--- config.mk ---
export PLATFORM = sky130hd
export DESIGN_NAME = shift_jis_decoder_core
export DESIGN_NICKNAME = d
export VERILOG_FILES = /design/src/sjis_pkg.sv /design/src/sjis_front.sv /design/src/sjis_queue.sv /design/src/sjis_back.sv /design/src/shift_jis_decoder_core.sv
export SDC_FILE = /design/constraint.sdc
export NUM_CORES = 1
export LEC_CHECK = 0
export BUFFER_PORTS_ARGS = -buffer_cell sky130_fd_sc_hd__buf_2
export CAP_MARGIN = 20
export CORE_UTILIZATION = 40
export CTS_CLUSTER_DIAMETER = 50
export DETAILED_ROUTE_END_ITERATION = 16
export HOLD_SLACK_MARGIN = 0.05
export PLACE_DENSITY = 0.64
export SKIP_CTS_REPAIR_TIMING = 1
export SLEW_MARGIN = 20
export SYNTH_ARGS = -nofsm -noshare
export SYNTH_HDL_FRONTEND = slang
export SYNTH_HIERARCHICAL = 1
export SYNTH_SLANG_ARGS = --single-unit
--- constraint.sdc ---
create_clock -name clk -period 6.26 [get_ports clk]
set_input_delay 1.252 -clock clk [delete_from_list [all_inputs] [get_ports clk]]
set_output_delay 1.252 -clock clk [all_outputs]
set_load 0.005 [all_outputs]
--- src/sjis_pkg.sv ---
`timescale 1ns / 1ps

package sjis_pkg;

    // Kind of an item handed from the front end to the back end.
    localparam logic [1:0] KIND_ASCII = 2'd0;
    localparam logic [1:0] KIND_KANA  = 2'd1;
    localparam logic [1:0] KIND_PAIR  = 2'd2;

    // Charset tags of a result.
    localparam logic [3:0] CS_ASCII = 4'd0;
    localparam logic [3:0] CS_KANA  = 4'd1;
    localparam logic [3:0] CS_X0208 = 4'd2;
    localparam logic [3:0] CS_APPLE = 4'd3;
    localparam logic [3:0] CS_VEND1 = 4'd4;
    localparam logic [3:0] CS_VEND2 = 4'd5;
    localparam logic [3:0] CS_VRAW  = 4'd6;
    localparam logic [3:0] CS_P1    = 4'd7;
    localparam logic [3:0] CS_P2    = 4'd8;

    // Code sizes.
    localparam logic [1:0] SIZE_SINGLE = 2'd1;
    localparam logic [1:0] SIZE_PAIR   = 2'd2;

    // Configuration register indexes.
    localparam logic CFG_IDX_X0213  = 1'b0;
    localparam logic CFG_IDX_VENDOR = 1'b1;

    // Depth of the queue between front and back end.
    localparam int QUEUE_DEPTH = 2;

    // Classified item carried through the queue.
    typedef struct packed {
        logic [1:0] kind;
        logic [7:0] byte1;
        logic [7:0] byte2;
        logic       x0213;
        logic       vendor;
    } item_t;

    // Result item, charset in the lowest bits.
    typedef struct packed {
        logic       bad_sequence;
        logic [1:0] code_size;
        logic [7:0] code_lo;
        logic [7:0] code_hi;
        logic [3:0] charset;
    } result_t;

    // JIS X 0213 plane 2 row for lead bytes 0xF0..0xFC, chosen by the half.
    function automatic logic [7:0] p2_row(input logic [3:0] idx, input logic second);
        logic [7:0] row;
        row = 8'h00;
        case (idx)
            4'd0:    row = second ? 8'h28 : 8'h21;
            4'd1:    row = second ? 8'h24 : 8'h23;
            4'd2:    row = second ? 8'h2c : 8'h25;
            4'd3:    row = second ? 8'h2e : 8'h2d;
            4'd4:    row = second ? 8'h6e : 8'h2f;
            4'd5:    row = second ? 8'h70 : 8'h6f;
            4'd6:    row = second ? 8'h72 : 8'h71;
            4'd7:    row = second ? 8'h74 : 8'h73;
            4'd8:    row = second ? 8'h76 : 8'h75;
            4'd9:    row = second ? 8'h78 : 8'h77;
            4'd10:   row = second ? 8'h7a : 8'h79;
            4'd11:   row = second ? 8'h7c : 8'h7b;
            4'd12:   row = second ? 8'h7e : 8'h7d;
            default: row = 8'h00;
        endcase
        return row;
    endfunction

endpackage

--- src/sjis_front.sv ---
`timescale 1ns / 1ps

module sjis_front
(
    input  logic                clk,
    input  logic                rst_n,
    input  logic                s_tvalid,
    output logic                s_tready,
    input  logic [7:0]          s_tdata,
    input  logic                cfg_valid,
    output logic                cfg_ready,
    input  logic                cfg_index,
    input  logic                cfg_data,
    input  logic                queue_full,
    output logic                push,
    output sjis_pkg::item_t     push_item
);

    logic       lead_pending_reg;
    logic       lead_pending_next;
    logic [7:0] lead_byte_reg;
    logic [7:0] lead_byte_next;
    logic       x0213_reg;
    logic       vendor_reg;
    logic       accept;
    logic       is_ascii;
    logic       is_kana;

    // Configuration writes are always taken.
    assign cfg_ready = 1'b1;

    always_ff @(posedge clk or negedge rst_n)
    begin
        if (!rst_n)
        begin
            x0213_reg  <= 1'b0;
            vendor_reg <= 1'b0;
        end
        else if (cfg_valid)
        begin
            if (cfg_index == sjis_pkg::CFG_IDX_X0213)
                x0213_reg <= cfg_data;
            else
                vendor_reg <= cfg_data;
        end
    end

    // A beat is taken whenever the queue has room.
    assign s_tready = !queue_full;
    assign accept   = s_tvalid && s_tready;
    assign is_ascii = (s_tdata <= 8'h7e);
    assign is_kana  = (s_tdata >= 8'ha1) && (s_tdata <= 8'hdf);

    // Classify the byte: complete a pair, pass a single byte, or hold a lead.
    always_comb
    begin
        lead_pending_next = lead_pending_reg;
        lead_byte_next    = lead_byte_reg;
        push              = 1'b0;
        push_item.kind    = sjis_pkg::KIND_PAIR;
        push_item.byte1   = lead_byte_reg;
        push_item.byte2   = s_tdata;
        push_item.x0213   = x0213_reg;
        push_item.vendor  = vendor_reg;
        if (accept)
        begin
            if (lead_pending_reg)
            begin
                push              = 1'b1;
                lead_pending_next = 1'b0;
            end
            else if (is_ascii || is_kana)
            begin
                push            = 1'b1;
                push_item.kind  = is_ascii ? sjis_pkg::KIND_ASCII : sjis_pkg::KIND_KANA;
                push_item.byte1 = s_tdata;
                push_item.byte2 = 8'h00;
            end
            else
            begin
                lead_pending_next = 1'b1;
                lead_byte_next    = s_tdata;
            end
        end
    end

    always_ff @(posedge clk or negedge rst_n)
    begin
        if (!rst_n)
        begin
            lead_pending_reg <= 1'b0;
            lead_byte_reg    <= 8'h00;
        end
        else
        begin
            lead_pending_reg <= lead_pending_next;
            lead_byte_reg    <= lead_byte_next;
        end
    end

endmodule

--- src/sjis_queue.sv ---
`timescale 1ns / 1ps

module sjis_queue
(
    input  logic                clk,
    input  logic                rst_n,
    input  logic                push,
    input  sjis_pkg::item_t     push_item,
    output logic                full,
    input  logic                pop,
    output logic                head_valid,
    output sjis_pkg::item_t     head_item
);

    localparam int PTR_W = (sjis_pkg::QUEUE_DEPTH > 1) ? $clog2(sjis_pkg::QUEUE_DEPTH) : 1;
    localparam int CNT_W = $clog2(sjis_pkg::QUEUE_DEPTH + 1);
    localparam logic [PTR_W-1:0] LAST_PTR = PTR_W'(sjis_pkg::QUEUE_DEPTH - 1);
    localparam logic [CNT_W-1:0] FULL_CNT = CNT_W'(sjis_pkg::QUEUE_DEPTH);

    sjis_pkg::item_t  mem_reg [sjis_pkg::QUEUE_DEPTH];
    logic [PTR_W-1:0] wr_ptr_reg;
    logic [PTR_W-1:0] wr_ptr_next;
    logic [PTR_W-1:0] rd_ptr_reg;
    logic [PTR_W-1:0] rd_ptr_next;
    logic [CNT_W-1:0] count_reg;
    logic [CNT_W-1:0] count_next;
    logic             do_push;
    logic             do_pop;

    assign full       = (count_reg == FULL_CNT);
    assign head_valid = (count_reg != '0);
    assign head_item  = mem_reg[rd_ptr_reg];
    assign do_push    = push && !full;
    assign do_pop     = pop && head_valid;

    // Pointer and fill count updates.
    always_comb
    begin
        wr_ptr_next = wr_ptr_reg;
        rd_ptr_next = rd_ptr_reg;
        count_next  = count_reg;
        if (do_push)
            wr_ptr_next = (wr_ptr_reg == LAST_PTR) ? '0 : wr_ptr_reg + 1'b1;
        if (do_pop)
            rd_ptr_next = (rd_ptr_reg == LAST_PTR) ? '0 : rd_ptr_reg + 1'b1;
        if (do_push && !do_pop)
            count_next = count_reg + 1'b1;
        else if (do_pop && !do_push)
            count_next = count_reg - 1'b1;
    end

    always_ff @(posedge clk or negedge rst_n)
    begin
        if (!rst_n)
        begin
            wr_ptr_reg <= '0;
            rd_ptr_reg <= '0;
            count_reg  <= '0;
        end
        else
        begin
            wr_ptr_reg <= wr_ptr_next;
            rd_ptr_reg <= rd_ptr_next;
            count_reg  <= count_next;
        end
    end

    // Entry storage needs no reset.
    always_ff @(posedge clk)
    begin
        if (do_push)
            mem_reg[wr_ptr_reg] <= push_item;
    end

endmodule

--- src/sjis_back.sv ---
`timescale 1ns / 1ps

module sjis_back
(
    input  logic                clk,
    input  logic                rst_n,
    input  logic                head_valid,
    input  sjis_pkg::item_t     head_item,
    output logic                pop,
    output logic                m_tvalid,
    input  logic                m_tready,
    output logic [23:0]         m_tdata
);

    logic                out_valid_reg;
    sjis_pkg::result_t   result_reg;
    sjis_pkg::result_t   result_next;
    logic [7:0]          c1;
    logic [7:0]          c2;
    logic [15:0]         code;
    logic [3:0]          cs;
    logic [7:0]          t;
    logic                first_half;
    logic                second_half;
    logic [7:0]          jis_cell;
    logic [7:0]          row_base;
    logic [7:0]          row;
    logic                lead_low;
    logic                lead_high;
    logic                lead_p2;

    assign c1   = head_item.byte1;
    assign c2   = head_item.byte2;
    assign code = {c1, c2};

    // Charset tag from the mode registers captured with the pair.
    always_comb
    begin
        if (head_item.x0213)
            cs = (c1 >= 8'hf0) ? sjis_pkg::CS_P2 : sjis_pkg::CS_P1;
        else if (head_item.vendor)
        begin
            if ((code >= 16'h8540 && code <= 16'h886d) ||
                (code >= 16'heb41 && code <= 16'hed96))
                cs = sjis_pkg::CS_APPLE;
            else
                cs = sjis_pkg::CS_X0208;
        end
        else if (code >= 16'h8740 && code <= 16'h879c)
            cs = sjis_pkg::CS_VEND1;
        else if (code >= 16'hed40 && code <= 16'heefc)
            cs = sjis_pkg::CS_VEND2;
        else if (code >= 16'hfa40 && code <= 16'hfc4b)
            cs = sjis_pkg::CS_VRAW;
        else
            cs = sjis_pkg::CS_X0208;
    end

    // Cell and row arithmetic; a trail at or above 0x80 is first moved down by one.
    assign t           = c2 - {7'b0, c2[7]};
    assign second_half = (t >= 8'h9e) && (t <= 8'hfb);
    assign first_half  = (t >= 8'h40) && (t <= 8'h9d);
    assign jis_cell    = second_half ? (t - 8'h7d) : (t - 8'h1f);
    assign lead_low    = (c1 >= 8'h81) && (c1 <= 8'h9f);
    assign lead_high   = (c1 >= 8'he0) && (c1 <= 8'hfc);
    assign lead_p2     = (c1 >= 8'hf0) && (c1 <= 8'hfc);
    assign row_base    = lead_low ? (c1 - 8'h71) : (c1 - 8'hb1);
    assign row         = {row_base[6:0], 1'b1} + {7'b0, second_half};

    // Result of the item at the head of the queue.
    always_comb
    begin
        result_next.charset      = cs;
        result_next.code_hi      = c1;
        result_next.code_lo      = c2;
        result_next.code_size    = sjis_pkg::SIZE_PAIR;
        result_next.bad_sequence = 1'b0;
        case (head_item.kind)
            sjis_pkg::KIND_ASCII:
            begin
                result_next.charset   = sjis_pkg::CS_ASCII;
                result_next.code_lo   = 8'h00;
                result_next.code_size = sjis_pkg::SIZE_SINGLE;
            end
            sjis_pkg::KIND_KANA:
            begin
                result_next.charset   = sjis_pkg::CS_KANA;
                result_next.code_hi   = {1'b0, c1[6:0]};
                result_next.code_lo   = 8'h00;
                result_next.code_size = sjis_pkg::SIZE_SINGLE;
            end
            default:
            begin
                if (cs == sjis_pkg::CS_VRAW)
                begin
                    // The raw vendor range passes the bytes unchanged.
                end
                else if (!first_half && !second_half)
                    result_next.bad_sequence = 1'b1;
                else if (cs == sjis_pkg::CS_P2)
                begin
                    if (lead_p2)
                    begin
                        result_next.code_hi = sjis_pkg::p2_row(c1[3:0], second_half);
                        result_next.code_lo = jis_cell;
                    end
                    else
                        result_next.bad_sequence = 1'b1;
                end
                else if (lead_low || lead_high)
                begin
                    result_next.code_hi = row;
                    result_next.code_lo = jis_cell;
                end
                else
                    result_next.bad_sequence = 1'b1;
            end
        endcase
    end

    // Output register: refilled whenever it is empty or its beat is taken.
    assign pop = head_valid && (!out_valid_reg || m_tready);

    always_ff @(posedge clk or negedge rst_n)
    begin
        if (!rst_n)
            out_valid_reg <= 1'b0;
        else if (pop)
            out_valid_reg <= 1'b1;
        else if (m_tready)
            out_valid_reg <= 1'b0;
    end

    always_ff @(posedge clk)
    begin
        if (pop)
            result_reg <= result_next;
    end

    assign m_tvalid = out_valid_reg;
    assign m_tdata  = {1'b0, result_reg};

endmodule

--- src/shift_jis_decoder_core.sv ---
`timescale 1ns / 1ps

// Shift-JIS decoder core. One byte is taken on the input stream every cycle while the
// two-entry queue between the classifying front end and the decoding back end has room.
// A single-byte character gives one result beat, a lead byte gives none and is held,
// and the following trail byte gives one result beat for the pair. A result is written
// into the queue and then into the output register before it is offered on the output;
// the sustained rate is one byte per cycle and is set by the output register's
// handshake, so the input stalls only when the output side is stalled and the queue
// has filled. Mode registers take effect for pairs completed after the write.
module shift_jis_decoder_core
(
    input  logic        clk,
    input  logic        rst_n,
    // Input stream; s_tdata bits [7:0] in_byte.
    input  logic        s_tvalid,
    output logic        s_tready,
    input  logic [7:0]  s_tdata,
    // Output stream; m_tdata bits [3:0] charset, [11:4] code_hi, [19:12] code_lo,
    // [21:20] code_size, [22] bad_sequence, [23] zero.
    output logic        m_tvalid,
    input  logic        m_tready,
    output logic [23:0] m_tdata,
    // Configuration write: index 0 x0213_mode, index 1 vendor_variant.
    input  logic        cfg_valid,
    output logic        cfg_ready,
    input  logic        cfg_index,
    input  logic        cfg_data
);

    logic            queue_full;
    logic            push;
    sjis_pkg::item_t push_item;
    logic            pop;
    logic            head_valid;
    sjis_pkg::item_t head_item;

    // Front end: byte intake, lead tracking and mode registers.
    sjis_front u_front
    (
        .clk        (clk),
        .rst_n      (rst_n),
        .s_tvalid   (s_tvalid),
        .s_tready   (s_tready),
        .s_tdata    (s_tdata),
        .cfg_valid  (cfg_valid),
        .cfg_ready  (cfg_ready),
        .cfg_index  (cfg_index),
        .cfg_data   (cfg_data),
        .queue_full (queue_full),
        .push       (push),
        .push_item  (push_item)
    );

    // Queue between the two halves.
    sjis_queue u_queue
    (
        .clk        (clk),
        .rst_n      (rst_n),
        .push       (push),
        .push_item  (push_item),
        .full       (queue_full),
        .pop        (pop),
        .head_valid (head_valid),
        .head_item  (head_item)
    );

    // Back end: conversion and output register.
    sjis_back u_back
    (
        .clk        (clk),
        .rst_n      (rst_n),
        .head_valid (head_valid),
        .head_item  (head_item),
        .pop        (pop),
        .m_tvalid   (m_tvalid),
        .m_tready   (m_tready),
        .m_tdata    (m_tdata)
    );

endmodule

==> results_dict.tcl, run 1 <==
set metrics [dict create \
    final_common_cell "sky130_fd_sc_hd__edfxtp_1" \
    dominant_combinational_cell_family_by_area_after_synthesis "simple AND/OR/NAND/NOR gates" \
    power.static_leakage_uw 0.00216 \
    clkTransAtPathRegs_ns 0.06 \
    crit_path_max_fanout 12 \
    cell_family_contributing_the_most_delay_on_the_critical_path "compound AO/OA/AOI/OAI gates" \
    vias_in_the_first_global_route 3678 \
    grt_start_max_net_pins 25 \
    worst_skew_pair.late_latency_ns 0.34 \
    finalWirelength_um 11800 \
    largest_reg_flops 40 \
    most-common-layout-cells "63 x sky130_fd_sc_hd__edfxtp_1, 41 x sky130_fd_sc_hd__nor2_1, 39 x sky130_fd_sc_hd__buf_2, 37 x sky130_fd_sc_hd__nand2_1, 26 x sky130_fd_sc_hd__a21oi_1" \
    share_seq_of_total_power 0.293 \
    num-nets-final 534 \
    die_outline_area_um2 13500 \
    worst_setup_path_start_kind "flip-flop" \
    cts_buffer_depth 2 \
    rsz0062_at_grt "false" \
    synth_ff_type "sky130_fd_sc_hd__edfxtp_1" \
    yosys.area_share.adder 0.0302 \
    timing.hold.worst.class "flip-flop to flip-flop" \
    regToRegSetupSlack_ns 1.60 \
    avgRoutedWirePerCell_um 17.2 \
    holdPathEnd "u_queue/mem_reg[1][0]$_DFFE_PP_" \
    final.min_clock_period_ns 4.66 \
    count_of_nets_left_with_antenna_violations_after_detail_routing 0 \
    internal-power_uw 1750 \
    final-hold-violation-count 0 \
    portBuffers 39 \
    seq_area_frac_synth 0.439 \
    timing.rr.end "u_back/m_tdata[19]$_SDFFCE_PN0P_" \
    numCtsBuffers 9 \
    peakVddDrop_mv 0.248 \
    setup_violations 0 \
    grt_usage 0.185 \
    cts.root.buffer_cell "sky130_fd_sc_hd__clkbuf_16" \
    syn_area_per_cell_um2 10.8 \
    synthesized_instance_count 484 \
    synth_simple_gate_area_frac 0.178 \
    core_footprint_um2 12700 \
    crit_start "u_queue/rd_ptr_reg$_DFFE_PN0P_" \
    critical_path.reg2reg.startpoint "u_queue/rd_ptr_reg$_DFFE_PN0P_" \
    grt.overflow.total 0 \
    ios 42 \
    post-synth-top-area-cell "sky130_fd_sc_hd__edfxtp_1" \
    tritoncts "built" \
    post_synth_xor_area_fraction 0.0369 \
    worstHoldPathCells 0 \
    ys.warnings.count 6 \
    route.detailed.drc 0 \
    drt_iter0_drc 268 \
    timing_max_transition_violations_final 0 \
    stdcell_area_um2 5710 \
    power.total_uw 3050 \
    critical_path_required_ns 6.36 \
    diodes 0 \
    crit_buf_inv 2 \
    postSynthNetCount 511 \
    clock_sinks 79 \
    setup_tns_ns 0 \
    cts.htree.levels 3 \
    syn_to_final_growth_pct 9.37 \
    firstDrtPassIters 5 \
    dieWidth_um 116 \
    min_period_over_period 0.744 \
    cp_cell_sequence "mux2_2 -> inv_1 -> ha_1 -> nor2b_1 -> o21ai_1 -> a31oi_2 -> o2bb2ai_4 -> nand2_4 -> inv_6 -> ha_1 -> a21oi_1 -> o31ai_1 -> a21oi_1 -> xnor2_1 -> a21oi_1 -> a31o_2" \
    dpl.hpwl_um 8530 \
    hold_start "u_front/vendor_reg$_DFFE_PN0P_" \
    initial_utilization 0.412 \
    netlist-cell-type-count 85 \
    floorplan.rows 41 \
    p_comb_frac 0.545 \
    die_height_um 116 \
    worstMarginPinSlew_ns 0.942 \
    synth_async_sr_flop_share 0.203 \
    maxCapViolCount 0 \
    power.share.switching 0.428 \
    number_of_antenna_violations_at_the_first_check_in_global_routing 0 \
    register_bit_count_reported_by_yosys 79 \
    globalplace.congestion 0.901 \
    powerDensity_nw_per_um2 534 \
    power.net_switching_uw 1310 \
    worst_setup_path_end_kind "flip-flop" \
    post_synth_mux_area_share 0.0958 \
    syn-cell-area_um2 5220 \
    grt_first_pass_wirelength_um 18900 \
    placedInstanceArea_um2 5430 \
    critPathKind "flip-flop to flip-flop" \
    post_drt_via_cell_ratio 5.67 \
    yosys.area.top_type_share 0.362 \
    status "complete, no violations" \
    slew_margin_rel 0.372 \
    routed-via-count 3876 \
    critical_path_top_delay_cell "sky130_fd_sc_hd__dfrtp_1" \
    crit_top_cell "sky130_fd_sc_hd__a21oi_1" \
    critical-path-max-stage-delay_ns 0.70 \
    synth_compound_area_frac 0.160 \
    fin_worst_skew_ns 0.0110 \
    number_of_enable_type_register_cells_in_the_synthesized_netlist 63 \
    critPathArrivalTime_ns 4.76 \
    layout-drive-gt1-share 0.262 \
    r2r_cells 16 \
    timing.fmax_mhz 215 \
    ys_top_cells_by_area "sky130_fd_sc_hd__edfxtp_1 36%, sky130_fd_sc_hd__dfrtp_1 7.7%, sky130_fd_sc_hd__mux2_4 5.7%" \
    clock_power_share 0.162 \
]
-- power groups by stage --
| stage | logic (µW) | registers (µW) | clock network [µW] |
|---|---|---|---|
| global route | 1830 | 919 | 525 |
| floorplan | 1290 | 897 | 0 |
| finish | 1660 | 895 | 493 |
| global placement | 1620 | 903 | 0 |
| detailed placement | 1630 | 910 | 0 |
| CTS | 1640 | 899 | 506 |
-- area by class of cell --
cell class | instances | area [µm²]
flip-flops and latches | 79 | 2290
well taps | 172 | 215
clock inverters | 7 | 55.1
multi-input cells | 353 | 2620
fillers | 1209 | 6960
repair buffers | 41 | 210
clock buffers | 9 | 225
inverters | 23 | 91.3
-- cell families (layout without fill, tap and decap cells) --
| group | Yosys count | after routing |
|---|---|---|
| AND/OR/NAND/NOR | 164 | 164 |
| buffers and inverters | 52 | 80 |
| other | 2 | 2 |
| adder cells (fa/ha/maj) | 12 | 12 |
| AO/OA/AOI/OAI | 115 | 115 |
| flip-flops | 79 | 79 |
| XOR/XNOR | 22 | 22 |
| multiplexers | 38 | 38 |
-- synth_stat cells, types with 3 or more instances --
| cell type | n |
|---|---|
| sky130_fd_sc_hd__nor2b_1 | 4 |
| sky130_fd_sc_hd__mux2_2 | 16 |
| sky130_fd_sc_hd__nand2_4 | 4 |
| sky130_fd_sc_hd__nor4_1 | 3 |
| sky130_fd_sc_hd__nor3_1 | 6 |
| sky130_fd_sc_hd__xor2_1 | 8 |
| sky130_fd_sc_hd__mux2_4 | 20 |
| sky130_fd_sc_hd__and2_1 | 3 |
| sky130_fd_sc_hd__nor3b_1 | 5 |
| sky130_fd_sc_hd__nand2b_1 | 8 |
| sky130_fd_sc_hd__o31ai_1 | 5 |
| sky130_fd_sc_hd__nand2_1 | 37 |
| sky130_fd_sc_hd__ha_1 | 11 |
| sky130_fd_sc_hd__o22ai_1 | 6 |
| sky130_fd_sc_hd__a21oi_1 | 26 |
| sky130_fd_sc_hd__nand4_1 | 6 |
| sky130_fd_sc_hd__edfxtp_1 | 63 |
| sky130_fd_sc_hd__buf_6 | 7 |
| sky130_fd_sc_hd__nand3_1 | 15 |
| sky130_fd_sc_hd__o21ai_0 | 23 |
| sky130_fd_sc_hd__a211oi_1 | 3 |
| sky130_fd_sc_hd__clkbuf_1 | 6 |
| sky130_fd_sc_hd__a31oi_1 | 6 |
| sky130_fd_sc_hd__and2b_2 | 7 |
| sky130_fd_sc_hd__buf_2 | 4 |
| sky130_fd_sc_hd__and3_1 | 4 |
| sky130_fd_sc_hd__buf_4 | 10 |
| sky130_fd_sc_hd__xnor2_1 | 14 |
| sky130_fd_sc_hd__o21ai_1 | 5 |
| sky130_fd_sc_hd__a21o_1 | 4 |
| sky130_fd_sc_hd__nor2_1 | 41 |
| sky130_fd_sc_hd__dfrtp_1 | 16 |
| sky130_fd_sc_hd__inv_1 | 21 |
-- metrics by stage --
| stage | hold WS (ns) | util | worst slack, ns | std cells |
|---|---|---|---|---|
| after floorplan | 0.461 | - | 2.51 | 484 |
| after global placement | 0.461 | 0.429 | 1.82 | 668 |
| after detailed placement | 0.472 | 0.429 | 1.68 | 668 |
| after CTS | 0.487 | 0.451 | 1.67 | 684 |
| after global routing | 0.502 | 0.451 | 1.25 | 684 |
| final | 0.478 | 0.451 | 1.60 | 684 |
-- worst max path at each step --
stage / end / slack [ns] / cells after the start
2_1_floorplan: u_back/m_tdata[19]$_SDFFCE_PN0P_ / 2.51 / 18
3_3_place_gp: u_back/m_tdata[19]$_SDFFCE_PN0P_ / 1.82 / 16
3_5_place_dp: u_back/m_tdata[19]$_SDFFCE_PN0P_ / 1.68 / 16
4_1_cts: u_back/m_tdata[19]$_SDFFCE_PN0P_ / 1.67 / 16
5_1_grt: u_back/m_tdata[19]$_SDFFCE_PN0P_ / 1.25 / 16
6_report: u_back/m_tdata[19]$_SDFFCE_PN0P_ / 1.60 / 16
-- worst register-to-register path: cells and delay by family (launching register included) --
family                   cells  cell delay [ns]
adder cells (fa/ha/maj)      2             0.46
AO/OA/AOI/OAI                8             1.73
flip-flops                   1             0.70
buffers and inverters        2             0.18
AND/OR/NAND/NOR              2             0.73
multiplexers                 1             0.45
XOR/XNOR                     1             0.16
-- metal layers --
metal	track usage	wire length (µm)	vias to the layer above
met4	0.0761	274	0
met5	0	0	-
met2	0.293	5350	175
li1	-	-	1825
met1	0.247	5310	1854
met3	0.0368	829	22
Power figures use the tool's default switching activity.
==> inputs of run 2 (changes only) <==
--- a/config.mk
+++ b/config.mk
@@ -5,6 +5,7 @@
 export SDC_FILE = /design/constraint.sdc
 export NUM_CORES = 1
 export LEC_CHECK = 0
+export ABC_AREA = 1
 export BUFFER_PORTS_ARGS = -buffer_cell sky130_fd_sc_hd__buf_2
 export CAP_MARGIN = 20
 export CORE_UTILIZATION = 40
==> constraint.sdc (replaced) <==
create_clock -name clk -period 4.5 [get_ports clk]
set_input_delay 0.9 -clock clk [delete_from_list [all_inputs] [get_ports clk]]
set_output_delay 0.9 -clock clk [all_outputs]
set_load 0.005 [all_outputs]
==> run 2 against run 1 <==
Effect of this change: count of clock-buffer cells in the layout unchanged; critical path depth up 10; worst setup slack worse by 1.1 ns; flip-flop and latch count unchanged; synthesized cell count up 36%; sequential power up 40%; die area up 1.5%; critical endpoint unchanged.
==> results_dict.tcl, run 2 <==
set metrics [dict create \
    die_height_um 117 \
    worst_skew_pair.late_latency_ns 0.35 \
    floorplan.rows 41 \
    final.min_clock_period_ns 4.05 \
    grt.overflow.total 0 \
    final_cell_count_no_fill 869 \
    slew_margin_rel 0.327 \
    drt_iter0_drc 297 \
    numPlacedInstances 853 \
    core_footprint_um2 12800 \
    rsz0062_at_grt "false" \
    utilization 0.462 \
    ios 42 \
    largest_reg_flops 40 \
    postSynthNetCount 687 \
    synth_ff_type "sky130_fd_sc_hd__edfxtp_1" \
    avgRoutedWirePerCell_um 14.7 \
    syn_to_final_growth_pct 11.2 \
    register_area_um2 2290 \
    num-fill-cells 1238 \
    dp_slack_ns 0.470 \
    status "complete, no violations" \
    vias_in_the_first_global_route 4355 \
    cts_buffer_depth 2 \
    crit_start "u_queue/rd_ptr_reg$_DFFE_PN0P_" \
    critPathArrivalTime_ns 4.24 \
    count_of_nets_left_with_antenna_violations_after_detail_routing 0 \
    number_of_enable_type_register_cells_in_the_synthesized_netlist 63 \
    powerDensity_nw_per_um2 801 \
    grt_usage 0.204 \
    num-nets-final 719 \
    ys.warnings.count 6 \
    final_common_cell "sky130_fd_sc_hd__nand2_1" \
    post_synth_xor_area_fraction 0.0201 \
    register_bit_count_reported_by_yosys 79 \
    multiInputGateArea_um2 2570 \
    initial_utilization 0.415 \
    worst_setup_path_end_kind "flip-flop" \
    grt_first_pass_wirelength_um 21100 \
    final-hold-violation-count 0 \
    timing_max_transition_violations_final 0 \
    synth_compound_area_frac 0.0962 \
    yosys.area.top_type_share 0.357 \
    post_synth_mux_area_share 0 \
    finalWirelength_um 12700 \
    worst_setup_path_start_kind "flip-flop" \
    yosys.area_share.adder 0.0297 \
    synth_async_sr_flop_share 0.203 \
    dominant_combinational_cell_family_by_area_after_synthesis "simple AND/OR/NAND/NOR gates" \
    ys_top_cells_by_area "sky130_fd_sc_hd__edfxtp_1 36%, sky130_fd_sc_hd__nand2_1 15%, sky130_fd_sc_hd__dfrtp_1 7.5%" \
    firstDrtPassIters 6 \
    number_of_antenna_violations_at_the_first_check_in_global_routing 0 \
    critPathKind "flip-flop to flip-flop" \
    synth_most_common_cell "sky130_fd_sc_hd__nand2_1" \
    worst_slack_ns 0.454 \
    grt_start_max_net_pins 27 \
    power.total_uw 4720 \
    cts.root.buffer_cell "sky130_fd_sc_hd__clkbuf_16" \
    tritoncts "built" \
    worstMarginPinSlew_ns 1.01 \
    routed-via-count 4545 \
    post-synth-top-area-cell "sky130_fd_sc_hd__edfxtp_1" \
    setup_tns_ns 0 \
    critical_path.reg2reg.startpoint "u_queue/rd_ptr_reg$_DFFE_PN0P_" \
    diodes 0 \
    min_period_over_period 0.899 \
    critical_path_required_ns 4.69 \
    clock_sinks 79 \
    portBuffers 39 \
    layout-drive-gt1-share 0.164 \
    peakVddDrop_mv 0.376 \
    syn-cell-area_um2 5300 \
    dieWidth_um 117 \
    commonest_cells_in_the_netlist "209 x sky130_fd_sc_hd__nand2_1, 69 x sky130_fd_sc_hd__inv_1, 63 x sky130_fd_sc_hd__edfxtp_1, 48 x sky130_fd_sc_hd__nand3_1, 47 x sky130_fd_sc_hd__nor2_1" \
    die_outline_area_um2 13700 \
    clkTransAtPathRegs_ns 0.06 \
    cts.htree.levels 3 \
    seq_area_frac_synth 0.432 \
    timing.hold.worst.class "input port to async pin" \
    power.static_leakage_uw 0.00268 \
    most-common-layout-cells "209 x sky130_fd_sc_hd__nand2_1, 69 x sky130_fd_sc_hd__inv_1, 63 x sky130_fd_sc_hd__edfxtp_1, 48 x sky130_fd_sc_hd__nand3_1, 47 x sky130_fd_sc_hd__nor2_1" \
    crit_path_max_fanout 21 \
    setup_violations 0 \
    netlist-cell-type-count 47 \
    globalplace.congestion 0.932 \
    post_drt_via_cell_ratio 5.23 \
    synth_simple_gate_area_frac 0.337 \
    timing.fmax_mhz 247 \
    dpl.hpwl_um 9570 \
    route.detailed.drc 0 \
    synthesized_instance_count 660 \
    maxCapViolCount 0 \
    fin_worst_skew_ns 0.00806 \
    syn_area_per_cell_um2 8.04 \
    numCtsBuffers 9 \
]
==> run 2: cell count changes after synthesis, moves of 10 or more <==
cell / previous run / this run
sky130_fd_sc_hd__inv_1: 21 / 69
sky130_fd_sc_hd__mux2_2: 16 / 0
sky130_fd_sc_hd__mux2_4: 20 / 0
sky130_fd_sc_hd__nand2_1: 37 / 209
sky130_fd_sc_hd__nand3_1: 15 / 48
sky130_fd_sc_hd__nand4_1: 6 / 21
sky130_fd_sc_hd__xnor2_1: 14 / 4
==> run 2: report_power, final <==
part / internal (µW) / total [µW] / switching, µW
sequential: 1160 / 1250 / 83.3
combinational: 855 / 2740 / 1890
clock: 435 / 734 / 300
total: 2450 / 4720 / 2270
==> run 2: worst paths after layout <==
| kind | endpoint | slack (ns) | cells after the start |
|---|---|---|---|
| max | u_back/m_tdata[19]$_SDFFCE_PN0P_ | 0.45 | 26 |
| min reg2reg | u_queue/count_reg[1]$_DFFE_PN0P_ | 0.47 | 2 |
| min | u_front/lead_byte_reg[7]$_DFFE_PN0P_ | 0.46 | 1 |
| max reg2reg | u_back/m_tdata[19]$_SDFFCE_PN0P_ | 0.45 | 26 |
| min in group clk | u_queue/count_reg[1]$_DFFE_PN0P_ | 0.47 | 2 |
| max in group asynchronous | u_queue/rd_ptr_reg$_DFFE_PN0P_ | 3.76 | 1 |
==> run 2: cell type report <==
class	instances	area share
clock inverters	7	0.0132
repair buffers	42	0.0369
inverters	76	0.0499
flip-flops and latches	79	0.389
multi-input cells	484	0.437
well taps	172	0.0365
clock buffers	9	0.0382
==> run 2: kinds of logic (layout without fill, tap and decap cells) <==
group,after synthesis,count (layout)
AO/OA/AOI/OAI,79,79
XOR/XNOR,10,10
adder cells (fa/ha/maj),12,12
buffers and inverters,97,134
flip-flops,79,79
other,2,2
AND/OR/NAND/NOR,381,381
==> run 2: worst max-delay path: stages (launching register included) <==
cell	delay (ns)
sky130_fd_sc_hd__dfrtp_1	0.36
sky130_fd_sc_hd__clkinv_2	0.25
sky130_fd_sc_hd__nand2_1	0.13
sky130_fd_sc_hd__nand2_1	0.18
sky130_fd_sc_hd__ha_1	0.34
sky130_fd_sc_hd__ha_1	0.30
sky130_fd_sc_hd__inv_1	0.08
sky130_fd_sc_hd__nand2_1	0.05
sky130_fd_sc_hd__nand2_1	0.14
sky130_fd_sc_hd__nand3_2	0.13
sky130_fd_sc_hd__inv_2	0.07
sky130_fd_sc_hd__nand2_1	0.05
sky130_fd_sc_hd__nand2_2	0.11
sky130_fd_sc_hd__nand2_4	0.08
sky130_fd_sc_hd__nor2_4	0.23
sky130_fd_sc_hd__ha_1	0.29
sky130_fd_sc_hd__inv_1	0.05
sky130_fd_sc_hd__nor2_1	0.03
sky130_fd_sc_hd__o21ai_0	0.26
sky130_fd_sc_hd__nor2_1	0.09
sky130_fd_sc_hd__nand2_1	0.10
sky130_fd_sc_hd__o21ai_0	0.08
sky130_fd_sc_hd__nand2_1	0.09
sky130_fd_sc_hd__nand2_1	0.06
sky130_fd_sc_hd__nand2_1	0.06
sky130_fd_sc_hd__nand3_1	0.07
sky130_fd_sc_hd__a31oi_1	0.17
==> run 2: per-stage QoR <==
step | cell area [µm²] | hold WS, ns
after floorplan | 5300 | 0.442
after global placement | 5590 | 0.454
after detailed placement | 5590 | 0.458
after CTS | 5900 | 0.456
after global routing | 5900 | 0.474
final | 5900 | 0.465
==> run 2: metal layers <==
layer / part of all wire / track usage / wire length, µm / up-vias
li1: - / - / - / 2258
met1: 0.45 / 0.257 / 5700 / 2105
met2: 0.48 / 0.334 / 6110 / 154
met3: 0.046 / 0.0386 / 583 / 28
met4: 0.027 / 0.104 / 344 / 0
met5: 0 / 0 / 0 / -
